--- config.mk ---
export PLATFORM = sky130hd
export DESIGN_NAME = infix_to_postfix_converter
export DESIGN_NICKNAME = d
export VERILOG_FILES = /design/src/sv/itp_pkg.sv /design/src/sv/itp_ram.sv /design/src/sv/infix_to_postfix_converter.sv
export SDC_FILE = /design/constraint.sdc
export NUM_CORES = 1
export LEC_CHECK = 0
export BUFFER_PORTS_ARGS = -buffer_cell sky130_fd_sc_hd__buf_2
export CORE_UTILIZATION = 50
export DETAILED_ROUTE_END_ITERATION = 10
export HOLD_SLACK_MARGIN = 0.12
export PLACE_DENSITY = 0.75
export SLEW_MARGIN = 20
export SYNTH_ARGS = -nofsm -noshare
export SYNTH_HDL_FRONTEND = slang
export SYNTH_SLANG_ARGS = --single-unit
export TNS_END_PERCENT = 5
--- constraint.sdc ---
create_clock -name clk -period 10 [get_ports clk]
set_input_delay 1 -clock clk [delete_from_list [all_inputs] [get_ports clk]]
set_output_delay 1 -clock clk [all_outputs]
set_load 0.03 [all_outputs]
--- src/sv/itp_pkg.sv ---
// ----------------------------------------------------------------------------
// itp_pkg
// Operator codes, status codes and character tables for the infix to postfix
// converter.
// ----------------------------------------------------------------------------
package itp_pkg;

	typedef logic [7:0] char_t;
	typedef logic [2:0] op_code_t;
	typedef logic [1:0] status_t;
	typedef logic [1:0] prec_t;

	localparam op_code_t OP_NONE = 3'd0;
	localparam op_code_t OP_ADD  = 3'd1;
	localparam op_code_t OP_SUB  = 3'd2;
	localparam op_code_t OP_MUL  = 3'd3;
	localparam op_code_t OP_DIV  = 3'd4;
	localparam op_code_t OP_POW  = 3'd5;
	localparam op_code_t OP_LPAR = 3'd6;
	localparam op_code_t OP_RPAR = 3'd7;

	localparam status_t ST_OK  = 2'd0;
	localparam status_t ST_OVF = 2'd1;
	localparam status_t ST_UNM = 2'd2;

	localparam int RES_W = 6;
	localparam logic [RES_W-1:0] MAX_RESULTS = 6'd32;

	function automatic op_code_t code_of(input char_t c);
		op_code_t r;
		case (c)
			8'h2B:   r = OP_ADD;
			8'h2D:   r = OP_SUB;
			8'h2A:   r = OP_MUL;
			8'h2F:   r = OP_DIV;
			8'h5E:   r = OP_POW;
			8'h28:   r = OP_LPAR;
			8'h29:   r = OP_RPAR;
			default: r = OP_NONE;
		endcase
		return r;
	endfunction

	function automatic char_t op_char(input op_code_t t);
		char_t r;
		case (t)
			OP_ADD:  r = 8'h2B;
			OP_SUB:  r = 8'h2D;
			OP_MUL:  r = 8'h2A;
			OP_DIV:  r = 8'h2F;
			OP_POW:  r = 8'h5E;
			OP_LPAR: r = 8'h28;
			default: r = 8'h00;
		endcase
		return r;
	endfunction

	function automatic prec_t op_prec(input op_code_t t);
		prec_t r;
		case (t)
			OP_ADD, OP_SUB: r = 2'd1;
			OP_MUL, OP_DIV: r = 2'd2;
			OP_POW:         r = 2'd3;
			default:        r = 2'd0;
		endcase
		return r;
	endfunction

endpackage

--- src/sv/itp_ram.sv ---
// ----------------------------------------------------------------------------
// itp_ram
// Generic single-write, single-read RAM with registered read data.
// ----------------------------------------------------------------------------
module itp_ram #(
	parameter int WIDTH = 3,
	parameter int DEPTH = 32,
	localparam int AW = (DEPTH > 1) ? $clog2(DEPTH) : 1
) (
	input  logic             clk,
	input  logic             we,
	input  logic [AW-1:0]    waddr,
	input  logic [WIDTH-1:0] wdata,
	input  logic [AW-1:0]    raddr,
	output logic [WIDTH-1:0] rdata
);

	logic [WIDTH-1:0] mem_q [DEPTH];

	always_ff @(posedge clk) begin
		if (we) begin
			mem_q[waddr] <= wdata;
		end
		rdata <= mem_q[raddr];
	end

endmodule

--- src/sv/infix_to_postfix_converter.sv ---
// An operand is registered into the output on acceptance; '(' is pushed, or gives an
// overflow item on a full stack. An operator, ')' or end marker runs S_READ, S_EVAL
// per stack entry, then S_FIN. Throughput: 1 item per cycle for operands and '(' while
// the output is free; otherwise busy for the whole stack walk, paced by the registered stack RAM read.
// Reset: stack count, sequencer and output valid clear; stack contents are not
// cleared and need no clearing pass.
// ----------------------------------------------------------------------------
// infix_to_postfix_converter
// Shunting-yard converter: one infix character in, postfix characters out,
// with a bounded operator stack walked by a small sequencer.
// ----------------------------------------------------------------------------
module infix_to_postfix_converter #(
	parameter int STACK_DEPTH = 32
) (
	input  logic             clk,
	input  logic             arst_n,
	input  logic             in_valid,
	output logic             in_stall,
	input  itp_pkg::char_t   in_char,
	input  logic             end_of_expr,
	output logic             out_valid,
	input  logic             out_stall,
	output itp_pkg::char_t   out_char,
	output logic             char_valid,
	output logic             last_of_run,
	output itp_pkg::status_t status
);

	import itp_pkg::*;

	localparam int CW = $clog2(STACK_DEPTH + 1);
	localparam int AW = (STACK_DEPTH > 1) ? $clog2(STACK_DEPTH) : 1;
	localparam logic [CW-1:0] DEPTH_C = CW'(STACK_DEPTH);

	localparam logic [1:0] S_IDLE = 2'd0;
	localparam logic [1:0] S_READ = 2'd1;
	localparam logic [1:0] S_EVAL = 2'd2;
	localparam logic [1:0] S_FIN  = 2'd3;

	localparam logic [1:0] M_END = 2'd0;
	localparam logic [1:0] M_RPAR = 2'd1;
	localparam logic [1:0] M_OP = 2'd2;

	logic [1:0]       state_q, state_d;
	logic [1:0]       mode_q, mode_d;
	op_code_t         code_q, code_d;
	status_t          fin_st_q, fin_st_d;
	logic [CW-1:0]    count_q, count_d;
	logic [RES_W-1:0] nres_q, nres_d;
	logic             pend_valid_q, pend_valid_d;
	char_t            pend_char_q, pend_char_d;

	logic             out_valid_q;
	char_t            out_char_q, out_char_d;
	logic             out_cv_q, out_cv_d;
	logic             out_last_q, out_last_d;
	status_t          out_st_q, out_st_d;
	logic             out_load;
	logic             out_free;

	logic             ram_we;
	op_code_t         top;
	logic [CW-1:0]    rd_idx;
	op_code_t         in_code;
	logic             emit_ok;
	logic             pop_cond;
	logic             full;
	logic             in_acc;

	assign out_free = !out_valid_q || !out_stall;
	assign in_stall = !((state_q == S_IDLE) && out_free);
	assign in_acc   = in_valid && !in_stall;
	assign in_code  = code_of(in_char);
	assign rd_idx   = count_q - CW'(1);
	assign full     = (count_q >= DEPTH_C);
	assign emit_ok  = (nres_q >= MAX_RESULTS) || !pend_valid_q || out_free;
	assign pop_cond = (count_q != '0) && (top != OP_LPAR) && (top != OP_NONE)
		&& (top != OP_RPAR)
		&& ((op_prec(top) > op_prec(code_q))
		|| ((op_prec(top) == op_prec(code_q)) && (code_q != OP_POW)));

	itp_ram #(
		.WIDTH (3),
		.DEPTH (STACK_DEPTH)
	) u_stack (
		.clk   (clk),
		.we    (ram_we),
		.waddr (count_q[AW-1:0]),
		.wdata (ram_we && (state_q == S_IDLE) ? OP_LPAR : code_q),
		.raddr (rd_idx[AW-1:0]),
		.rdata (top)
	);

	always_comb begin
		state_d      = state_q;
		mode_d       = mode_q;
		code_d       = code_q;
		fin_st_d     = fin_st_q;
		count_d      = count_q;
		nres_d       = nres_q;
		pend_valid_d = pend_valid_q;
		pend_char_d  = pend_char_q;
		out_load     = 1'b0;
		out_char_d   = '0;
		out_cv_d     = 1'b0;
		out_last_d   = 1'b0;
		out_st_d     = ST_OK;
		ram_we       = 1'b0;
		case (state_q)
			S_IDLE: begin
				if (in_acc) begin
					nres_d       = '0;
					pend_valid_d = 1'b0;
					fin_st_d     = ST_OK;
					code_d       = in_code;
					if (end_of_expr) begin
						mode_d  = M_END;
						state_d = S_READ;
					end else if (in_code == OP_NONE) begin
						out_load   = 1'b1;
						out_char_d = in_char;
						out_cv_d   = 1'b1;
						out_last_d = 1'b1;
					end else if (in_code == OP_LPAR) begin
						if (full) begin
							out_load   = 1'b1;
							out_last_d = 1'b1;
							out_st_d   = ST_OVF;
						end else begin
							ram_we  = 1'b1;
							count_d = count_q + CW'(1);
						end
					end else if (in_code == OP_RPAR) begin
						mode_d  = M_RPAR;
						state_d = S_READ;
					end else begin
						mode_d  = M_OP;
						state_d = S_READ;
					end
				end
			end
			S_READ: begin
				state_d = S_EVAL;
			end
			S_EVAL: begin
				if (mode_q == M_OP && !pop_cond) begin
					if (full) begin
						fin_st_d = ST_OVF;
					end else begin
						ram_we  = 1'b1;
						count_d = count_q + CW'(1);
					end
					state_d = S_FIN;
				end else if (count_q == '0) begin
					fin_st_d = (mode_q == M_RPAR) ? ST_UNM : ST_OK;
					state_d  = S_FIN;
				end else if (top == OP_LPAR) begin
					count_d = count_q - CW'(1);
					state_d = (mode_q == M_RPAR) ? S_FIN : S_READ;
				end else if (emit_ok) begin
					count_d = count_q - CW'(1);
					state_d = S_READ;
					if (nres_q < MAX_RESULTS) begin
						nres_d       = nres_q + RES_W'(1);
						pend_valid_d = 1'b1;
						pend_char_d  = op_char(top);
						if (pend_valid_q) begin
							out_load   = 1'b1;
							out_char_d = pend_char_q;
							out_cv_d   = 1'b1;
						end
					end
				end
			end
			S_FIN: begin
				if (pend_valid_q) begin
					if (out_free) begin
						out_load     = 1'b1;
						out_char_d   = pend_char_q;
						out_cv_d     = 1'b1;
						out_last_d   = 1'b1;
						out_st_d     = fin_st_q;
						pend_valid_d = 1'b0;
						state_d      = S_IDLE;
					end
				end else if (fin_st_q != ST_OK) begin
					if (out_free) begin
						out_load   = 1'b1;
						out_last_d = 1'b1;
						out_st_d   = fin_st_q;
						state_d    = S_IDLE;
					end
				end else begin
					state_d = S_IDLE;
				end
			end
			default: begin
				state_d = S_IDLE;
			end
		endcase
	end

	always_ff @(posedge clk or negedge arst_n) begin
		if (!arst_n) begin
			state_q      <= S_IDLE;
			count_q      <= '0;
			pend_valid_q <= 1'b0;
			out_valid_q  <= 1'b0;
		end else begin
			state_q      <= state_d;
			count_q      <= count_d;
			pend_valid_q <= pend_valid_d;
			if (out_load) begin
				out_valid_q <= 1'b1;
			end else if (!out_stall) begin
				out_valid_q <= 1'b0;
			end
		end
	end

	always_ff @(posedge clk) begin
		mode_q      <= mode_d;
		code_q      <= code_d;
		fin_st_q    <= fin_st_d;
		nres_q      <= nres_d;
		pend_char_q <= pend_char_d;
		if (out_load) begin
			out_char_q <= out_char_d;
			out_cv_q   <= out_cv_d;
			out_last_q <= out_last_d;
			out_st_q   <= out_st_d;
		end
	end

	assign out_valid   = out_valid_q;
	assign out_char    = out_char_q;
	assign char_valid  = out_cv_q;
	assign last_of_run = out_last_q;
	assign status      = out_st_q;

	a_count_bound: assert property (@(posedge clk) disable iff (!arst_n)
		count_q <= DEPTH_C)
		else $error("stack count above depth");

	a_no_pend_idle: assert property (@(posedge clk) disable iff (!arst_n)
		state_q == S_IDLE |-> !pend_valid_q)
		else $error("pending item left in idle");

	a_push_room: assert property (@(posedge clk) disable iff (!arst_n)
		ram_we |-> count_q < DEPTH_C)
		else $error("push onto full stack");

	a_fin_done: assert property (@(posedge clk) disable iff (!arst_n)
		(state_q == S_FIN && out_free) |=> state_q == S_IDLE)
		else $error("finish step did not return to idle");

endmodule

### After elaboration in Yosys (flattened, before gate mapping)

Memory sizes are Yosys's and may differ from the RTL's. A register that Yosys moved wholly into a read port is not among the register bits.
Cells that the tools add are included.

* add/sub/neg operators: 3
* order comparisons: 4
* equality and inequality tests: 48
* multiplexer cells: 106
* bitwise gates (word level): 3
* reductions and logical operators: 38

Operators by type and width (count)
* $mux W6: 15
* $mux W8: 11
* $eq A8 B6 Y1 const B: 6
* $mux W2: 23
* $mux W1: 41
* $pmux W7 S5: 1
* $ne A3 B3 Y1 const B: 8
* $pmux W6 S2: 2
* $pmux W8 S3: 1
* $eq A3 B3 Y1 const B: 7
* $pmux W3 S7: 1
* $reduce_and A7 Y1: 3
* $ne A2 B2 Y1 const B: 10
* $add A6 B1 Y6 const B: 2
* $eq A3 B2 Y1 const B: 4
* $ge A6 B6 Y1 const B: 2
* $pmux W2 S3: 2
* $reduce_and A4 Y1: 3
* $logic_and A1 B1 Y1: 9
* $pmux W1 S3: 3
* $eq A8 B7 Y1 const B: 1
* $pmux W2 S2: 2
* $pmux W2 S4: 1
* $reduce_or A2 Y1: 4
* 23 further kinds: 40

* flip-flop bits (word level): 43
* bits in writable memories: 96
* input bits: 13
* output and inout port bits: 14
* word-level logic and storage cells: 216
* memories kept: 1

Memories
* u_stack.mem_q: words 32, bits a word 3, read ports 1, clocked after Yosys merged registers in 1, write ports 1, RTL line itp_ram.sv:18 `logic [WIDTH-1:0] mem_q [DEPTH];`

### Depth between registers and ports, before layout

* word-level depth: 13
* mapped depth: 12
* mapped depth without buffers: 9

### By module

A second synthesis with hierarchy kept.

* cell total of the unflattened synthesis: 432
* area total of the unflattened synthesis: 6448.7 um^2

By module, submodules not included
* itp_ram: times used 1, cells each 185, area each 3916.3 um^2, sequential area each 2942.8 um^2
* infix_to_postfix_converter: times used 1, cells each 247, area each 2532.4 um^2, sequential area each 1181.1 um^2

### Least setup slack after synthesis

No wires, ideal clock.

* kind: register to register
* start point: register count_q[0]
* end point: memory u_stack.mem_q[0][0], data pin
* setup time: 465 ps
* arrival time: 3516 ps
* required time: 9535 ps
* setup slack: 6019 ps
* stages on the path, launching flop included: 11
* buffers on the path: 3
* period minus slack after synthesis: 3981 ps
* path through: dfrtp_1 buf_2 buf_2 inv_1 ha_1 clkbuf_1 inv_1 o311ai_1 o311ai_0 a21oi_1 a21boi_0

* longest elaborated chain between the ends: 11
* elaborated cells on any way between the ends: 17
* those cells by class: 1 x order compare; 8 x mux; 8 x reduce/logical

RTL lines
* start: declaration: RTL line infix_to_postfix_converter.sv:48 `logic [CW-1:0] count_q, count_d;`
* start signal: assignment: RTL line infix_to_postfix_converter.sv:211 `count_q <= count_d;`
* branches (longest 8 deep; another with $ge A6 B6 Y1)
* $pmux W1 S2 (*): RTL line infix_to_postfix_converter.sv:109 `case (state_q)`
* $logic_and A1 B1 Y1 (*): RTL line infix_to_postfix_converter.sv:89 `.wdata (ram_we && (state_q == S_IDLE) ? OP_LPAR : code_q),`
* $mux W3 (*): RTL line infix_to_postfix_converter.sv:89
* named net u_stack.wdata[0]: RTL line itp_ram.sv:13 `input logic [WIDTH-1:0] wdata,`
* end: declaration: RTL line itp_ram.sv:18

Mark *: on every way through the listed nets, which the timed path passes.

### Final worst setup path

* start point: register count_q[0]
* end point: memory u_stack.mem_q[14][2], data pin

The elaborated chain is that of the path after synthesis.

==> metrics <==
Pint=0.001453 W; Critical Path, Cell by Cell=buf_4 -> inv_1 -> ha_1 -> inv_1 -> o311ai_1 -> o311ai_0 -> a21oi_1 -> a21o_1; Power Total=0.002213 W; n_diodes=0; CTS tree=done; Starting Density=51.14%; total number of vias=3,783; VDD IR max=0.2225 mV; GRT overflow=0; FMAX=280.6 MHz; most frequent cells in the layout=edfxtp_1 (127), nor2_1 (49), mux4_2 (30); worst path arrival time=3630 ps; cts hold-fix bufs=0; Post-Syn Area=0.006427 mm²; switching share of power=34.32%; Crit path largest cell delay=890 ps; worst-margin pin slew=1088 ps; hpwl dp=8048 µm; post-CTS setup buffer count=0; dpl cell area=0.006716 mm²; syn_area_per_cell=14.78 µm²; setup TNS=0 ps; Starting DRT DRC Count=301; Via density=5.829; Num Clock Sinks=140; initial antenna violation count=0; outcome=complete, no violations; R2R Setup Slk=6440 ps; nets=490; Rows=41; PortBufs=26; Total Wirelength=12,220 µm; CTS H-tree depth=4; Synth cell types=58; Final Instance Area=0.007268 mm²; PwrDens=304.4 mW/mm²; ys flop type=edfxtp_1; share of layout cells above drive strength 1=22.22%; nature of the critical path endpoint=flop; clock slew at reported path FFs=60 ps; P&R area growth vs syn=13.08%; cell count after synthesis=435; die width=115.4 µm; sequential power share=37.4%; combinational share of power=36.4%; leak pwr=2.510 nW; CP Launch Type=flop; vias in the first global route=3,924; crit path max-delay cell type=a21o_1; Hold Crit Class=input port to async pin; Seq/Total Area, Yosys=64.16%; Max Slew Vio Count=0; CTS buffer count=17; RSZ-0062 raised after global routing=false; reg2reg path depth=8; RR Startpoint=count_q[0]$_DFFE_PN0P_; most numerous cell on the critical path=inv_1; most common cell after layout, fill and taps aside=edfxtp_1; final hold viol count=0; top-area cell type share of the netlist area=59.33%; min cycle time layout=3564 ps; root buf cell=clkbuf_16; skew final=12.91 ps; CTS Buffer Depth=2; crit path from=count_q[0]$_DFFE_PN0P_; largest area contributor in the netlist=edfxtp_1; register bit total from synthesis=140; Final period util=35.64%; overall die area=0.01331 mm²; Clk Latency, worst-skew pair=420 ps; Core Area=0.01257 mm²; worst rel slew slack=27.44%; PostCTS Resize Cnt=0; IO Pins=27; Clk pwr share=26.2%; First-pass DRT Iterations=4; post-synth net total=460; first-pass GRT wire length=20,000 µm; All-Layer GR Usage=20.70%; fillcell total=983; number of flops mapped to enable cells by yosys=127; net switching power=0.0007594 W; wire length per cell=18.82 µm; FFs w/ async S/R, synth=7.143%; Worst EP required=10,060 ps; DRC=0; RR Endpoint=u_stack.mem_q[14][2]$_DFFE_PP_; Ys Warns=0; WS Path Type=flop to flop; die height=115.4 µm; Max FO, Critical Path=32; largest net degree at the start of global routing=33; Max Cap Viol=0; GP Congestion=0.8716; final setup vio count=0; post-route ant nets=0; Area contributors post-synth=edfxtp_1 (59%), mux4_2 (11%), dfrtp_1 (3.9%)
[cell families after synthesis]
logic type                 after synthesis  share of synthesized area [%]
AOI/OAI and AO/OA                       67                          7.436
adders and majority gates               12                          2.336
muxes                                   39                          12.01
buffers and inverters                   33                          2.161
and+or+nand+nor                        135                          10.67
xor gates and xnor gates                 9                          1.226
DFF                                    140                          64.16
[critical path: cells and delay by family, from the launching register on]
kind                       cells  cell delay, ps
AOI/OAI and AO/OA              4            1900
buffers and inverters          3             560
DFF                            1             360
adders and majority gates      1             360
[power by group through the flow]
| stage | logic (W) | registers [W] | clock network [W] |
|---|---|---|---|
| 6_report | 0.000806 | 0.000828 | 0.000579 |
| 5_1_grt | 0.000880 | 0.000839 | 0.000611 |
| 4_1_cts | 0.000810 | 0.000828 | 0.000590 |
| 3_5_place_dp | 0.000803 | 0.000839 | 0 |
| 3_3_place_gp | 0.000791 | 0.000834 | 0 |
| 2_1_floorplan | 0.000612 | 0.000840 | 0 |
[metrics by stage]
step           instances  util (%)  hold WS [ps]  setup slack, ps
6_report             649     57.83         441.6             6436
5_1_grt              649     57.83         442.5             6077
4_1_cts              649     57.80         428.2             6194
3_5_place_dp         618     53.44         533.3             6074
3_3_place_gp         618     53.44         527.1             6258
2_1_floorplan        435         -         518.4             6019
[area by class of cell]
cell class	instances	area, µm²	area share [%]
Sequential cell	140	4124	56.74
Tap cell	172	215.2	2.961
Inverter	15	56.30	0.7747
Timing Repair Buffer	29	152.6	2.100
Clock buffer	18	429.2	5.905
Multi-Input combinational cell	262	2172	29.88
Clock inverter	13	118.9	1.635
[Yosys cell counts, types with 5 or more instances]
cell type and instances:
mux2_2 5, xnor2_1 5, edfxtp_1 127, buf_2 6
mux4_2 30, and2_1 6, or3_1 6, a21o_1 5
nor2b_1 7, nor3_1 5, clkbuf_1 10, o21ai_0 10
and3_1 5, a21oi_1 15, dfrtp_1 10, nor2_1 49
nand2_1 19, a22o_1 9, nand3_1 17, inv_1 15
ha_1 12
[routing by layer]
| layer | up-vias | global-route usage [%] | part of all wire [%] | wire [µm] |
|---|---|---|---|---|
| met5 | - | 0 | 0 | 0 |
| met4 | 0 | 7.013 | 0.96 | 117 |
| met3 | 15 | 6.747 | 6.0 | 736 |
| met2 | 117 | 35.21 | 52 | 6381 |
| met1 | 1903 | 24.85 | 41 | 4979 |
| li1 | 1748 | - | - | - |
[sequential cells by signal, summed over array words and instances (netlist names), 2 cells and up]
name           count
fin_st_q           2
out_char           8
pend_char_q        6
state_q            2
code_q             3
u_stack.mem_q     96
count_q            6
status             2
nres_q             6
u_stack.rdata      3
mode_q             2
[worst max-delay path by stage]
stage                                                 to  cells after the start  slack [ps]
after floorplan            u_stack.mem_q[0][0]$_DFFE_PP_                     10        6020
after global placement     u_stack.mem_q[5][2]$_DFFE_PP_                      6        6260
after detailed placement  u_stack.mem_q[15][2]$_DFFE_PP_                      6        6070
after CTS                          out_char[6]$_DFFE_PP_                     10        6190
after global routing      u_stack.mem_q[16][2]$_DFFE_PP_                      8        6080
final                     u_stack.mem_q[14][2]$_DFFE_PP_                      8        6440
Note: power is estimated with default switching activity, not from simulation.
